**config.mk**
```make
export PLATFORM = sky130hd
export DESIGN_NAME = pulse_interval_miller_frame_decoder
export DESIGN_NICKNAME = d
export VERILOG_FILES = /design/src/rtl/pimfd_pkg.sv /design/src/rtl/pimfd_classify.sv /design/src/rtl/pimfd_decoder.sv /design/src/rtl/pulse_interval_miller_frame_decoder.sv
export VERILOG_INCLUDE_DIRS = /design/src /design/src/rtl
export SDC_FILE = /design/constraint.sdc
export NUM_CORES = 1
export LEC_CHECK = 0
export CORE_ASPECT_RATIO = 2
export CORE_UTILIZATION = 50
export CTS_CLUSTER_DIAMETER = 80
export DETAILED_ROUTE_END_ITERATION = 8
export DONT_BUFFER_PORTS = 1
export MAX_ROUTING_LAYER = met4
export PLACE_DENSITY_LB_ADDON = 0.05
export SETUP_SLACK_MARGIN = 0.2
export SLEW_MARGIN = 25
export SYNTH_ARGS = -nofsm -noshare
export SYNTH_HDL_FRONTEND = slang
export SYNTH_SLANG_ARGS = --single-unit
export TNS_END_PERCENT = 50
```
**constraint.sdc**
```tcl
create_clock -name clk -period 6.51 [get_ports clk]
set_clock_uncertainty 0.15 [all_clocks]
set_input_delay 0.651 -clock clk [delete_from_list [all_inputs] [get_ports clk]]
set_output_delay 0.651 -clock clk [all_outputs]
set_load 0.05 [all_outputs]
```
**src/rtl/pulse_interval_miller_frame_decoder_assert.svh**
```systemverilog
// Assertion macros used by the frame decoder top level.
`ifndef PULSE_INTERVAL_MILLER_FRAME_DECODER_ASSERT_SVH
`define PULSE_INTERVAL_MILLER_FRAME_DECODER_ASSERT_SVH

// Same-cycle implication, disabled while reset is asserted.
`define PIMFD_ASSERT_NOW(label, clk, rst_n, ante, cons, msg) \
	label: assert property (@(posedge clk) disable iff (!rst_n) (ante) |-> (cons)) \
		else $error(msg);

// Next-cycle implication, disabled while reset is asserted.
`define PIMFD_ASSERT_NEXT(label, clk, rst_n, ante, cons, msg) \
	label: assert property (@(posedge clk) disable iff (!rst_n) (ante) |=> (cons)) \
		else $error(msg);

`endif

```
**src/rtl/pimfd_pkg.sv**
```systemverilog
package pimfd_pkg;

	// Register indexes on the configuration port
	localparam logic [2:0] REG_SHORT_CENTER     = 3'd0;
	localparam logic [2:0] REG_MEDIUM_CENTER    = 3'd1;
	localparam logic [2:0] REG_LONG_CENTER      = 3'd2;
	localparam logic [2:0] REG_WINDOW_TOLERANCE = 3'd3;
	localparam logic [2:0] REG_END_THRESHOLD    = 3'd4;
	localparam logic [2:0] REG_MAX_FRAME_BYTES  = 3'd5;

	// Register reset values
	localparam logic [15:0] RST_SHORT_CENTER     = 16'd90;
	localparam logic [15:0] RST_MEDIUM_CENTER    = 16'd155;
	localparam logic [15:0] RST_LONG_CENTER      = 16'd220;
	localparam logic [15:0] RST_WINDOW_TOLERANCE = 16'd20;
	localparam logic [15:0] RST_END_THRESHOLD    = 16'd240;
	localparam logic [6:0]  RST_MAX_FRAME_BYTES  = 7'd20;

	// Gap classes
	localparam logic [1:0] GAP_INVALID = 2'd0;
	localparam logic [1:0] GAP_SHORT   = 2'd1;
	localparam logic [1:0] GAP_MEDIUM  = 2'd2;
	localparam logic [1:0] GAP_LONG    = 2'd3;

	// Frame status codes
	localparam logic [2:0] ST_OK              = 3'd0;
	localparam logic [2:0] ST_BAD_GAP         = 3'd1;
	localparam logic [2:0] ST_BAD_START       = 3'd2;
	localparam logic [2:0] ST_LONG_AFTER_ZERO = 3'd3;
	localparam logic [2:0] ST_OVERFLOW        = 3'd4;
	localparam logic [2:0] ST_BAD_LENGTH      = 3'd5;

	// Result kinds
	localparam logic RK_BYTE = 1'b0;
	localparam logic RK_END  = 1'b1;

	// Short frame length in bits
	localparam logic [9:0] SHORT_FRAME_BITS = 10'd7;

	typedef struct packed {
		logic [15:0] short_center;
		logic [15:0] medium_center;
		logic [15:0] long_center;
		logic [15:0] window_tolerance;
		logic [15:0] end_threshold;
		logic [6:0]  max_frame_bytes;
	} cfg_t;

	typedef struct packed {
		logic       is_end;
		logic [1:0] kind;
	} gap_class_t;

	typedef struct packed {
		logic       result_kind;
		logic [7:0] data_byte;
		logic       received_parity;
		logic       expected_parity;
		logic [2:0] frame_status;
		logic [9:0] bit_count;
		logic       last_bit;
	} result_t;

endpackage

```
**src/rtl/pimfd_classify.sv**
```systemverilog
module pimfd_classify import pimfd_pkg::*; (
	input  logic [15:0] gap,
	input  cfg_t        cfg,
	output gap_class_t  cls
);

	// Open window test: centre - tol < gap < centre + tol, kept in 17 bits
	function automatic logic in_window(input logic [15:0] g, input logic [15:0] c,
			input logic [15:0] t);
		logic [16:0] lo_sum;
		logic [16:0] hi_sum;
		lo_sum = {1'b0, g} + {1'b0, t};
		hi_sum = {1'b0, c} + {1'b0, t};
		return (lo_sum > {1'b0, c}) && ({1'b0, g} < hi_sum);
	endfunction

	logic hit_short, hit_medium, hit_long;

	assign hit_short  = in_window(gap, cfg.short_center, cfg.window_tolerance);
	assign hit_medium = in_window(gap, cfg.medium_center, cfg.window_tolerance);
	assign hit_long   = in_window(gap, cfg.long_center, cfg.window_tolerance);

	// Priority: short, then medium, then long
	always_comb begin
		cls.is_end = (gap >= cfg.end_threshold);
		if (hit_short) begin
			cls.kind = GAP_SHORT;
		end else if (hit_medium) begin
			cls.kind = GAP_MEDIUM;
		end else if (hit_long) begin
			cls.kind = GAP_LONG;
		end else begin
			cls.kind = GAP_INVALID;
		end
	end

endmodule

```
**src/rtl/pimfd_decoder.sv**
```systemverilog
module pimfd_decoder import pimfd_pkg::*; (
	input  logic       clk,
	input  logic       arst_n,
	input  logic       advance,
	input  gap_class_t cls,
	input  logic [6:0] max_frame_bytes,
	output logic       has_result,
	output result_t    result
);

	typedef struct packed {
		logic       awaiting;
		logic       prev;
		logic [3:0] pos;
		logic [6:0] total;
		logic       par;
		logic [7:0] shifter;
		logic       final_bit;
		logic [2:0] err;
	} frame_t;

	typedef struct packed {
		logic       ready;
		logic [7:0] data;
		logic       rpar;
		logic       rexp;
	} byte_evt_t;

	localparam frame_t FRAME_CLEAR = '{awaiting: 1'b1, default: '0};

	// Append one bit; the ninth bit is parity and closes the byte
	function automatic frame_t add_bit(input frame_t f, input logic b,
			output byte_evt_t ev);
		frame_t n;
		n  = f;
		ev = '0;
		if (f.pos < 4'd8) begin
			n.par                 = f.par ^ b;
			n.shifter[f.pos[2:0]] = b;
			n.pos                 = f.pos + 4'd1;
		end else begin
			ev.ready  = 1'b1;
			ev.data   = f.shifter;
			ev.rpar   = b;
			ev.rexp   = ~f.par;
			n.total   = f.total + 7'd1;
			n.pos     = '0;
			n.par     = 1'b0;
			n.shifter = '0;
		end
		return n;
	endfunction

	frame_t    cur_q;
	frame_t    nxt;
	byte_evt_t ev0, ev1, ev;

	// Decode of one gap against the current frame state
	always_comb begin
		nxt        = cur_q;
		ev0        = '0;
		ev1        = '0;
		ev         = '0;
		has_result = 1'b0;
		result     = '0;
		if (cls.is_end) begin
			// End of frame: report, then clear (nothing to report before a start)
			if (!cur_q.awaiting) begin
				has_result         = 1'b1;
				result.result_kind = RK_END;
				result.last_bit    = cur_q.final_bit;
				if (cur_q.err != ST_OK) begin
					result.frame_status = cur_q.err;
				end else if (cur_q.pos == 4'd0) begin
					result.bit_count = {cur_q.total, 3'b000};
				end else if (cur_q.pos == 4'd7 && cur_q.total == 7'd0) begin
					result.bit_count = SHORT_FRAME_BITS;
					result.data_byte = {1'b0, cur_q.shifter[6:0]};
				end else begin
					result.frame_status = ST_BAD_LENGTH;
				end
				nxt = FRAME_CLEAR;
			end
		end else if (cur_q.awaiting) begin
			// Start gap
			nxt.awaiting = 1'b0;
			case (cls.kind)
				GAP_INVALID: nxt.err = ST_BAD_GAP;
				GAP_LONG:    nxt.err = ST_BAD_START;
				GAP_MEDIUM: begin
					nxt           = add_bit(nxt, 1'b1, ev0);
					nxt.prev      = 1'b1;
					nxt.final_bit = 1'b1;
				end
				default: ;
			endcase
		end else if (cur_q.err == ST_OK) begin
			// Data gap, modified Miller rules on the previous bit
			case (cls.kind)
				GAP_INVALID: nxt.err = ST_BAD_GAP;
				GAP_SHORT: begin
					nxt           = add_bit(nxt, cur_q.prev, ev0);
					nxt.final_bit = cur_q.prev;
				end
				GAP_MEDIUM: begin
					nxt = add_bit(nxt, 1'b0, ev0);
					if (!cur_q.prev) begin
						nxt = add_bit(nxt, 1'b1, ev1);
					end
					nxt.prev      = ~cur_q.prev;
					nxt.final_bit = ~cur_q.prev;
				end
				default: begin
					if (!cur_q.prev) begin
						nxt.err = ST_LONG_AFTER_ZERO;
					end else begin
						nxt           = add_bit(nxt, 1'b0, ev0);
						nxt           = add_bit(nxt, 1'b1, ev1);
						nxt.prev      = 1'b1;
						nxt.final_bit = 1'b1;
					end
				end
			endcase
			// Overflow check after a decoded gap
			if (nxt.err == ST_OK && nxt.total >= max_frame_bytes) begin
				nxt.err = ST_OVERFLOW;
			end
			ev = ev0.ready ? ev0 : ev1;
			if (ev.ready) begin
				has_result             = 1'b1;
				result.result_kind     = RK_BYTE;
				result.data_byte       = ev.data;
				result.received_parity = ev.rpar;
				result.expected_parity = ev.rexp;
			end
		end
	end

	// Frame state register
	always_ff @(posedge clk or negedge arst_n) begin
		if (!arst_n) begin
			cur_q <= FRAME_CLEAR;
		end else if (advance) begin
			cur_q <= nxt;
		end
	end

endmodule

```
**src/rtl/pulse_interval_miller_frame_decoder.sv**
```systemverilog
// Modified Miller frame decoder working on measured pulse gaps.
// Input stream s_*: one gap per transaction, s_tdata[15:0] = gap_ticks.
// Output stream m_*: one result per transaction; m_tuser = result_kind
// (0 completed byte, 1 end of frame report), m_tdata holds the rest.
// Configuration: cfg_we writes cfg_wdata to register cfg_index (0 short
// centre, 1 medium centre, 2 long centre, 3 tolerance, 4 end threshold,
// 5 max frame bytes); write only while the block is idle.
// A gap from s_* waits in the input register and is decoded when stage 1
// advances; its result is registered onto m_*. Throughput: one gap per
// cycle while m_* is not stalled; the window compares and the bit assembly
// sit in one stage. A gap giving no result still occupies the stage.
// Reset clears the frame state and the pipeline and loads default windows.
// When m_tready is low with a result waiting, the stage holds its gap and
// s_tready drops once that stage is full; nothing is lost or repeated.
`include "pulse_interval_miller_frame_decoder_assert.svh"

module pulse_interval_miller_frame_decoder import pimfd_pkg::*; (
	input  logic        clk,
	input  logic        arst_n,
	// configuration write port
	input  logic        cfg_we,
	input  logic [2:0]  cfg_index,
	input  logic [15:0] cfg_wdata,
	// input stream
	input  logic        s_tvalid,
	output logic        s_tready,
	input  logic [15:0] s_tdata,   // [15:0] gap_ticks
	// output stream
	output logic        m_tvalid,
	input  logic        m_tready,
	output logic [23:0] m_tdata,   // [7:0] data_byte, [8] received_parity,
	                               // [9] expected_parity, [12:10] frame_status,
	                               // [22:13] bit_count, [23] last_bit
	output logic        m_tuser    // [0] result_kind
);

	cfg_t       cfg_q;
	logic       valid_s1;
	logic [15:0] gap_s1;
	logic       adv_s1;
	gap_class_t cls;
	logic       has_result;
	result_t    result;
	logic       m_valid_q;
	result_t    m_result_q;

	// Configuration registers
	always_ff @(posedge clk or negedge arst_n) begin
		if (!arst_n) begin
			cfg_q.short_center     <= RST_SHORT_CENTER;
			cfg_q.medium_center    <= RST_MEDIUM_CENTER;
			cfg_q.long_center      <= RST_LONG_CENTER;
			cfg_q.window_tolerance <= RST_WINDOW_TOLERANCE;
			cfg_q.end_threshold    <= RST_END_THRESHOLD;
			cfg_q.max_frame_bytes  <= RST_MAX_FRAME_BYTES;
		end else if (cfg_we) begin
			unique case (cfg_index)
				REG_SHORT_CENTER:     cfg_q.short_center     <= cfg_wdata;
				REG_MEDIUM_CENTER:    cfg_q.medium_center    <= cfg_wdata;
				REG_LONG_CENTER:      cfg_q.long_center      <= cfg_wdata;
				REG_WINDOW_TOLERANCE: cfg_q.window_tolerance <= cfg_wdata;
				REG_END_THRESHOLD:    cfg_q.end_threshold    <= cfg_wdata;
				REG_MAX_FRAME_BYTES:  cfg_q.max_frame_bytes  <= cfg_wdata[6:0];
				default: ;
			endcase
		end
	end

	// Stage 1 moves on when the output register has room
	assign adv_s1   = valid_s1 && (!m_valid_q || m_tready);
	assign s_tready = !valid_s1 || adv_s1;

	// Input register
	always_ff @(posedge clk or negedge arst_n) begin
		if (!arst_n) begin
			valid_s1 <= 1'b0;
		end else if (s_tready) begin
			valid_s1 <= s_tvalid;
		end
	end

	always_ff @(posedge clk) begin
		if (s_tvalid && s_tready) begin
			gap_s1 <= s_tdata;
		end
	end

	pimfd_classify u_classify (
		.gap (gap_s1),
		.cfg (cfg_q),
		.cls (cls)
	);

	pimfd_decoder u_decoder (
		.clk             (clk),
		.arst_n          (arst_n),
		.advance         (adv_s1),
		.cls             (cls),
		.max_frame_bytes (cfg_q.max_frame_bytes),
		.has_result      (has_result),
		.result          (result)
	);

	// Output register
	always_ff @(posedge clk or negedge arst_n) begin
		if (!arst_n) begin
			m_valid_q <= 1'b0;
		end else if (adv_s1 && has_result) begin
			m_valid_q <= 1'b1;
		end else if (m_tready) begin
			m_valid_q <= 1'b0;
		end
	end

	always_ff @(posedge clk) begin
		if (adv_s1 && has_result) begin
			m_result_q <= result;
		end
	end

	assign m_tvalid = m_valid_q;
	assign m_tuser  = m_result_q.result_kind;
	assign m_tdata  = {m_result_q.last_bit, m_result_q.bit_count, m_result_q.frame_status,
		m_result_q.expected_parity, m_result_q.received_parity, m_result_q.data_byte};

	// Checks
	`PIMFD_ASSERT_NOW(a_adv_room, clk, arst_n, adv_s1, (!m_valid_q || m_tready),
		"stage 1 advanced into a full output register")
	`PIMFD_ASSERT_NEXT(a_s1_hold, clk, arst_n, (valid_s1 && !adv_s1),
		(valid_s1 && $stable(gap_s1)), "stalled gap in stage 1 was lost or changed")
	`PIMFD_ASSERT_NOW(a_byte_clean, clk, arst_n, (m_valid_q && m_tuser == RK_BYTE),
		(m_result_q.frame_status == ST_OK && m_result_q.bit_count == 10'd0 &&
		!m_result_q.last_bit), "byte result carries frame report fields")
	`PIMFD_ASSERT_NOW(a_err_zero_count, clk, arst_n,
		(m_valid_q && m_tuser == RK_END && m_result_q.frame_status != ST_OK),
		(m_result_q.bit_count == 10'd0 && m_result_q.data_byte == 8'd0),
		"failed frame reports a length or data")

endmodule
```
==> results_dict.tcl, run 1 <==
set metrics [dict create \
    post_drt_wl_per_cell_um 23.11 \
    outcome "complete, but fails checks" \
    via_count_of_the_first_global_routing_pass 12000 \
    power.leakage_nw 6.834 \
    violations "negative setup slack" \
    via_count 11600 \
    numPlacedInstances 1869 \
    place_congestion 0.9753 \
    yosysTopAreaCellShare_pct 18.43 \
    drt-initial-drc-count 622 \
    synth_nets 1666 \
    worst_path_clk_slew_ns 0.07 \
    postSynth.asyncResetShare_pct 74.68 \
    drt_pass1_iterations 5 \
    post_synth_inst_count 1432 \
    summed_instance_area_of_the_synthesized_netlist_um2 12900 \
    layout_commonest_cell "ha_1" \
    layoutNonFillerInstCount 1917 \
    grt_pass1_wl_mm 67.48 \
    grt-ovfl-total 0 \
    crit_type "reg -> reg" \
    numCtsBuffers 17 \
    cts_tree "built" \
    timing.final.ws_setup_ns -0.07062 \
    period_needed_ns 6.581 \
    post_route_cells_drive_above_1_share_pct 21.77 \
    drt-vias-per-instance 6.053 \
    syn2layout_area_growth_pct 18.91 \
    drv_slew 0 \
    postPlaceCellArea_um2 14290 \
    initial_antenna_violation_count 1 \
    drt_antenna_net_count 0 \
    synthesis.area_per_instance_um2 9.009 \
    totalWireLength_mm 44.30 \
    synth-warning-count 0 \
    die_area_um2 26490 \
    timing_worst_slew_pin_value_ns 1.017 \
    rsz_0062_raised_after_global_routing "yes" \
    initial_core_util_pct 51.12 \
    synth_seq_cells 154 \
    power_per_cell_area_nw_per_um2 529.2 \
    clock_path_buffers 2 \
    leading_cell_types_in_the_layout_fill_and_taps_excluded "ha_1, buf_4, nand2_1" \
    h-tree-depth 4 \
    numClockSinks 154 \
    port_buffers 0 \
    grt_start_max_net_pins 116 \
    clockRootBuffer "clkbuf_16" \
    critical_path.max_stage_delay_ns 0.59 \
    die_height_um 229.2 \
    dp_hpwl_mm 34.85 \
    setup_viol_count_final 1 \
    core-area_um2 25240 \
    final_hold_viol_count 0 \
    worst-path-buf-inv 3 \
    std_cell_rows 82 \
    clock_insertion_delay_worst_skew_ns 0.46 \
    synthDominantAreaCellType "ha_1" \
    ff2ff_path_depth 31 \
    hold_path_class "in -> async" \
    postSynth.topFlopCell "dfrtp_1" \
    timing.critical_path.required_ns 6.71 \
    timing.slew.headroom_pct 31.66 \
    crit_path_max_fanout 6 \
    layout.nets 1801 \
    number_of_top_level_pins 67 \
    die_w_um 115.6 \
    crit_slowest_cell "dfstp_2" \
    worst_path_dominant_cell_family "compound AO/OA/AOI/OAI gates" \
    max_cap_violations 0 \
    worst_setup_path_start_kind "register" \
    crit_arrival_ns 6.78 \
    synth_seq_area_share_pct 31.61 \
    peakVddDrop_uv 430.1 \
    synth_cell_types 86 \
    stdcell_area_um2 15340 \
    count_of_flip_flops_with_a_built_in_enable_after_synthesis 39 \
    drc 0 \
    end_kind "register" \
    final.period_utilization_pct 101.1 \
    netlist_top_cells_area "ha_1, dfrtp_1, edfxtp_1, o21ai_0, dfstp_2" \
    worstSetupPathDepth 31 \
    fmax_mhz 152.0 \
    global_route.usage.total_pct 36.11 \
]
[worst reg2reg max path: cells and delay by family, from the launching register on]
family	cells	cell delay, ns
AOI/OAI and AO/OA	15	2.84
xor gates and xnor gates	1	0.12
adders and majority gates	4	1.08
buffers and inverters	3	0.55
DFF	1	0.59
and+or+nand+nor	8	1.14
[power by group]
group          total [W]  internal, W  switching [W]
Clock           0.000974     0.000516       0.000457
Combinational    0.00558      0.00253        0.00306
Sequential       0.00156      0.00123       0.000334
[logic make-up after synthesis]
logic type               count (synthesis)  synth area share (%)
AO/OA/AOI/OAI                          420                 20.88
AND/OR/NAND/NOR                        407                 15.37
adder cells (fa/ha/maj)                194                 19.05
flip-flops                             154                 31.61
buffers and inverters                  147                 4.510
XOR/XNOR                                62                 4.209
multiplexers                            48                 4.374
[per-stage QoR]
| stage | util (%) | power, W | setup WS [ns] | hold slack [ns] | setup TNS (ns) |
|---|---|---|---|---|---|
| after floorplan | - | 0.004727 | 0.2038 | 0.2054 | 0 |
| after CTS | 59.72 | 0.007829 | -0.1655 | 0.03147 | -0.1655 |
| after detailed placement | 56.62 | 0.006653 | -0.3474 | 0.2096 | -9.143 |
| final | 60.78 | 0.008119 | -0.07062 | 0.01398 | -0.07062 |
| after global routing | 60.78 | 0.008725 | -0.3488 | 0.05675 | -0.5305 |
| after global placement | 56.60 | 0.006605 | -0.3216 | 0.2095 | -8.306 |
[flip-flops by register name, summed over array words and instances, names as in the netlist]
signal	count
m_tdata	22
m_tvalid	1
u_decoder.cur_q	26
gap_s1	16
valid_s1	1
m_tuser	1
cfg_q	87
[routing by layer]
layer  share of wire [%]  GRT usage, %  vias up
met5                   0             -        -
li1                    -             -     5528
met3                 4.1         5.610      173
met1                  33         32.96     5551
met4                 8.7         26.83        0
met2                  54         65.44      352
[synth_stat cells, types with 8 or more instances]
| cell type | n |
|---|---|
| mux2_4 | 8 |
| mux2_2 | 35 |
| a21oi_1 | 96 |
| xor2_1 | 33 |
| o21a_1 | 18 |
| nand2b_1 | 21 |
| nor2_1 | 78 |
| inv_1 | 102 |
| nand4_1 | 21 |
| and2_1 | 11 |
| a31oi_1 | 12 |
| xnor2_1 | 29 |
| a21o_1 | 19 |
| nor3b_1 | 9 |
| dfrtp_1 | 92 |
| and3_1 | 10 |
| a211o_1 | 8 |
| edfxtp_1 | 39 |
| o21ai_0 | 147 |
| nand2_1 | 136 |
| ha_1 | 190 |
| nor3_1 | 33 |
| nor4_1 | 9 |
| clkbuf_1 | 37 |
| a2111oi_0 | 9 |
| nand3_1 | 26 |
| nor2b_1 | 24 |
| dfstp_2 | 23 |
| a211oi_1 | 16 |
[final timing paths]
path	from	end	slack, ns
min reg2reg	cfg_q[5]	cfg_q[5]	0.36
max reg2reg	cfg_q[25]	u_decoder.cur_q[2]	-0.07
min	arst_n	u_decoder.cur_q[15]	0.01
min in group clk	s_tdata[1]	gap_s1[1]	0.13
max	cfg_q[25]	u_decoder.cur_q[2]	-0.07
max in group asynchronous	arst_n	cfg_q[50]	5.73
[repair_timing]
item	CTS	global route
hold endpoints to repair	115	0
setup buffers	6	8
hold buffers	1	0
pin swaps	29	37
endpoints found under the setup margin	44	51
resized for setup	36	56
[final cells by class]
cell class	count	area, um2
Multi-Input combinational cell	1131	8627
Timing Repair Buffer	160	1265
Tap cell	336	420.4
Fill cell	2298	9898
Sequential cell	154	4080
Clock buffer	19	452.9
Inverter	103	386.6
Antenna cell	1	2.502
Clock inverter	13	106.4
Note: power is estimated with default switching activity, not from simulation.
==> run 2, diff against run 1 <==
Settings changed: CORE_MARGIN from default to 3, SLEW_MARGIN 25 to 20.
==> run 2 against run 1 <==
The run still ends with negative setup slack left. Clock power is 0.6% higher. Sequential share of layout area is 0.18 points lower. Die area is 5.3% higher. Worst setup slack better by 0.026 ns. Sequential power hardly changed. Worst hold slack better by 0.12 ns. Non-clock buffer count is 6 higher. Core utilization is 0.40 points higher. Sequential cell count stayed put. Wire length is 1.9% higher. Register-to-register slack better by 0.03 ns. Critical endpoint unchanged.
==> results_dict.tcl, run 2 (same netlist as run 1, synthesis figures left out) <==
set metrics [dict create \
    outcome "complete, but fails checks" \
    violations "negative setup slack" \
    power.leakage_nw 6.876 \
    h-tree-depth 4 \
    end_kind "register" \
    reg2reg_slack_ns -0.04 \
    via_count_of_the_first_global_routing_pass 11970 \
    layout.core_utilization_pct 61.18 \
    die_height_um 233.2 \
    final_hold_viol_count 0 \
    die_w_um 119.6 \
    timing_worst_slew_pin_value_ns 1.026 \
    worst_path_most_repeated_cell "a21oi_2" \
    numClockSinks 154 \
    dp_hpwl_mm 35.67 \
    timing.slew.headroom_pct 31.59 \
    cell_internal_pwr_w 0.004374 \
    drv_slew 0 \
    die_area_um2 27880 \
    hold_path_class "in -> reg" \
    post_drt_wl_per_cell_um 23.44 \
    sw_frac_of_total_pct 47.20 \
    crit_arrival_ns 6.75 \
    layoutNonFillerInstCount 1926 \
    critical_path.max_stage_delay_ns 0.43 \
    crit_path_max_fanout 4 \
    totalWireLength_mm 45.16 \
    clkPwrFrac_pct 11.8 \
    power_frac_comb_pct 69.2 \
    syn2layout_area_growth_pct 19.69 \
    drt-initial-drc-count 608 \
    drc 0 \
    place_congestion 0.9404 \
    leading_cell_types_in_the_layout_fill_and_taps_excluded "ha_1, buf_4, nand2_1, o21ai_0, inv_1" \
    grt-ovfl-total 0 \
    numCtsBuffers 17 \
    clock_path_buffers 2 \
    grt_pass1_wl_mm 68.41 \
    multi_input_comb_area_um2 8640 \
    initial_core_util_pct 51.12 \
    post_route_cells_drive_above_1_share_pct 22.07 \
    setup_viol_count_final 1 \
    final.period_utilization_pct 100.7 \
    crit_type "reg -> reg" \
    layout.area.seq_um2 4079 \
    registers.top_by_ff_count "cfg_q" \
    timing.final.ws_setup_ns -0.04473 \
    worst_setup_path_start_kind "register" \
    numPlacedInstances 1871 \
    fmax_mhz 152.6 \
    port_buffers 0 \
    initial_antenna_violation_count 4 \
    switchingPower_w 0.003910 \
    drt-vias-per-instance 6.030 \
    core-area_um2 25240 \
    crit_slowest_cell "dfrtp_1" \
    rsz_0062_raised_after_global_routing "yes" \
    timing.critical_path.required_ns 6.70 \
    clock_insertion_delay_worst_skew_ns 0.45 \
    number_of_top_level_pins 67 \
    via_count 11610 \
    grt_start_max_net_pins 116 \
    max_cap_violations 0 \
    drt_pass1_iterations 7 \
    period_needed_ns 6.555 \
    layout_commonest_cell "ha_1" \
    std_cell_rows 82 \
    power_per_cell_area_nw_per_um2 536.4 \
    global_route.usage.total_pct 33.83 \
    p_seq_share_pct 19.0 \
    number_of_flip_flops_in_the_largest_register 87 \
    worst_path_clk_slew_ns 0.07 \
    clockRootBuffer "clkbuf_16" \
    drt_antenna_net_count 0 \
    layout.nets 1807 \
    cts_tree "built" \
    peakVddDrop_uv 386.6 \
    fill_cells 2295 \
]
[run 2: cell count changes in the layout (fill, tap and decap cells not counted), moves of 3 or more]
cell,previous run,this run
o21ai_1,15,11
a21oi_2,8,13
diode_2,1,4
a21oi_1,88,82
buf_4,152,156
buf_6,5,2
[run 2: final timing paths]
kind,start,to,cells after the start
hold reg to reg,u_decoder.cur_q[3],u_decoder.cur_q[3],1
hold / removal,s_tdata[0],gap_s1[0],0
max in group asynchronous,arst_n,cfg_q[24],2
setup / recovery,cfg_q[23],u_decoder.cur_q[2],32
min in group asynchronous,arst_n,u_decoder.cur_q[20],2
setup reg to reg,cfg_q[23],u_decoder.cur_q[2],32
[run 2: cell type report]
cell class | count | area share [%]
multi-input combinational | 1131 | 55.95
tap | 336 | 2.723
sequential | 154 | 26.42
clock inverter | 12 | 0.6563
clock buffer | 20 | 2.966
timing repair buffer | 166 | 8.719
antenna | 4 | 0.06482
inverter | 103 | 2.504
[run 2: worst max-delay path, delay by kind of cell, from the launching register on]
family | cells | cell delay [ns]
AO/OA/AOI/OAI | 18 | 3.45
XOR/XNOR | 1 | 0.18
adder cells (fa/ha/maj) | 5 | 1.34
buffers and inverters | 1 | 0.17
flip-flops | 1 | 0.43
AND/OR/NAND/NOR | 7 | 0.71
[run 2: repair_timing]
action                     CTS  global route
hold endpoints to repair   115             1
buffers inserted             6            10
gates cloned                 0             1
pin swaps                   31            20
resized for setup           47            46
hold buffers                 1             1
setup endpoints to repair   33            49
[run 2: layer usage]
metal | vias up | track usage (%) | share of wire [%]
li1 | 5562 | - | -
met4 | 0 | 26.50 | 8.8
met1 | 5567 | 31.00 | 33
met2 | 326 | 62.23 | 55
met5 | - | - | 0
met3 | 158 | 4.362 | 3.0
[run 2: power groups by stage]
stage	Clock [W]	Combinational [W]	Sequential, W
floorplan	0	0.00330	0.00143
global placement	0	0.00509	0.00157
detailed placement	0	0.00517	0.00157
CTS	0.000998	0.00541	0.00156
global route	0.00103	0.00630	0.00160
finish	0.000980	0.00573	0.00157
[run 2: metrics by stage]
stage	setup TNS (ns)	instance area [um2]	power, W	setup WS, ns	hold WS, ns
final	-0.04473	15440	0.008283	-0.04473	0.1388
after global placement	-0.2851	14310	0.006667	-0.1901	0.2091
after global routing	-2.424	15440	0.008919	-0.4080	0.1215
after floorplan	0	12950	0.004727	0.2038	0.2054
after detailed placement	-0.4852	14310	0.006739	-0.2463	0.2094
after CTS	-0.007450	15110	0.007973	-0.007450	0.02015
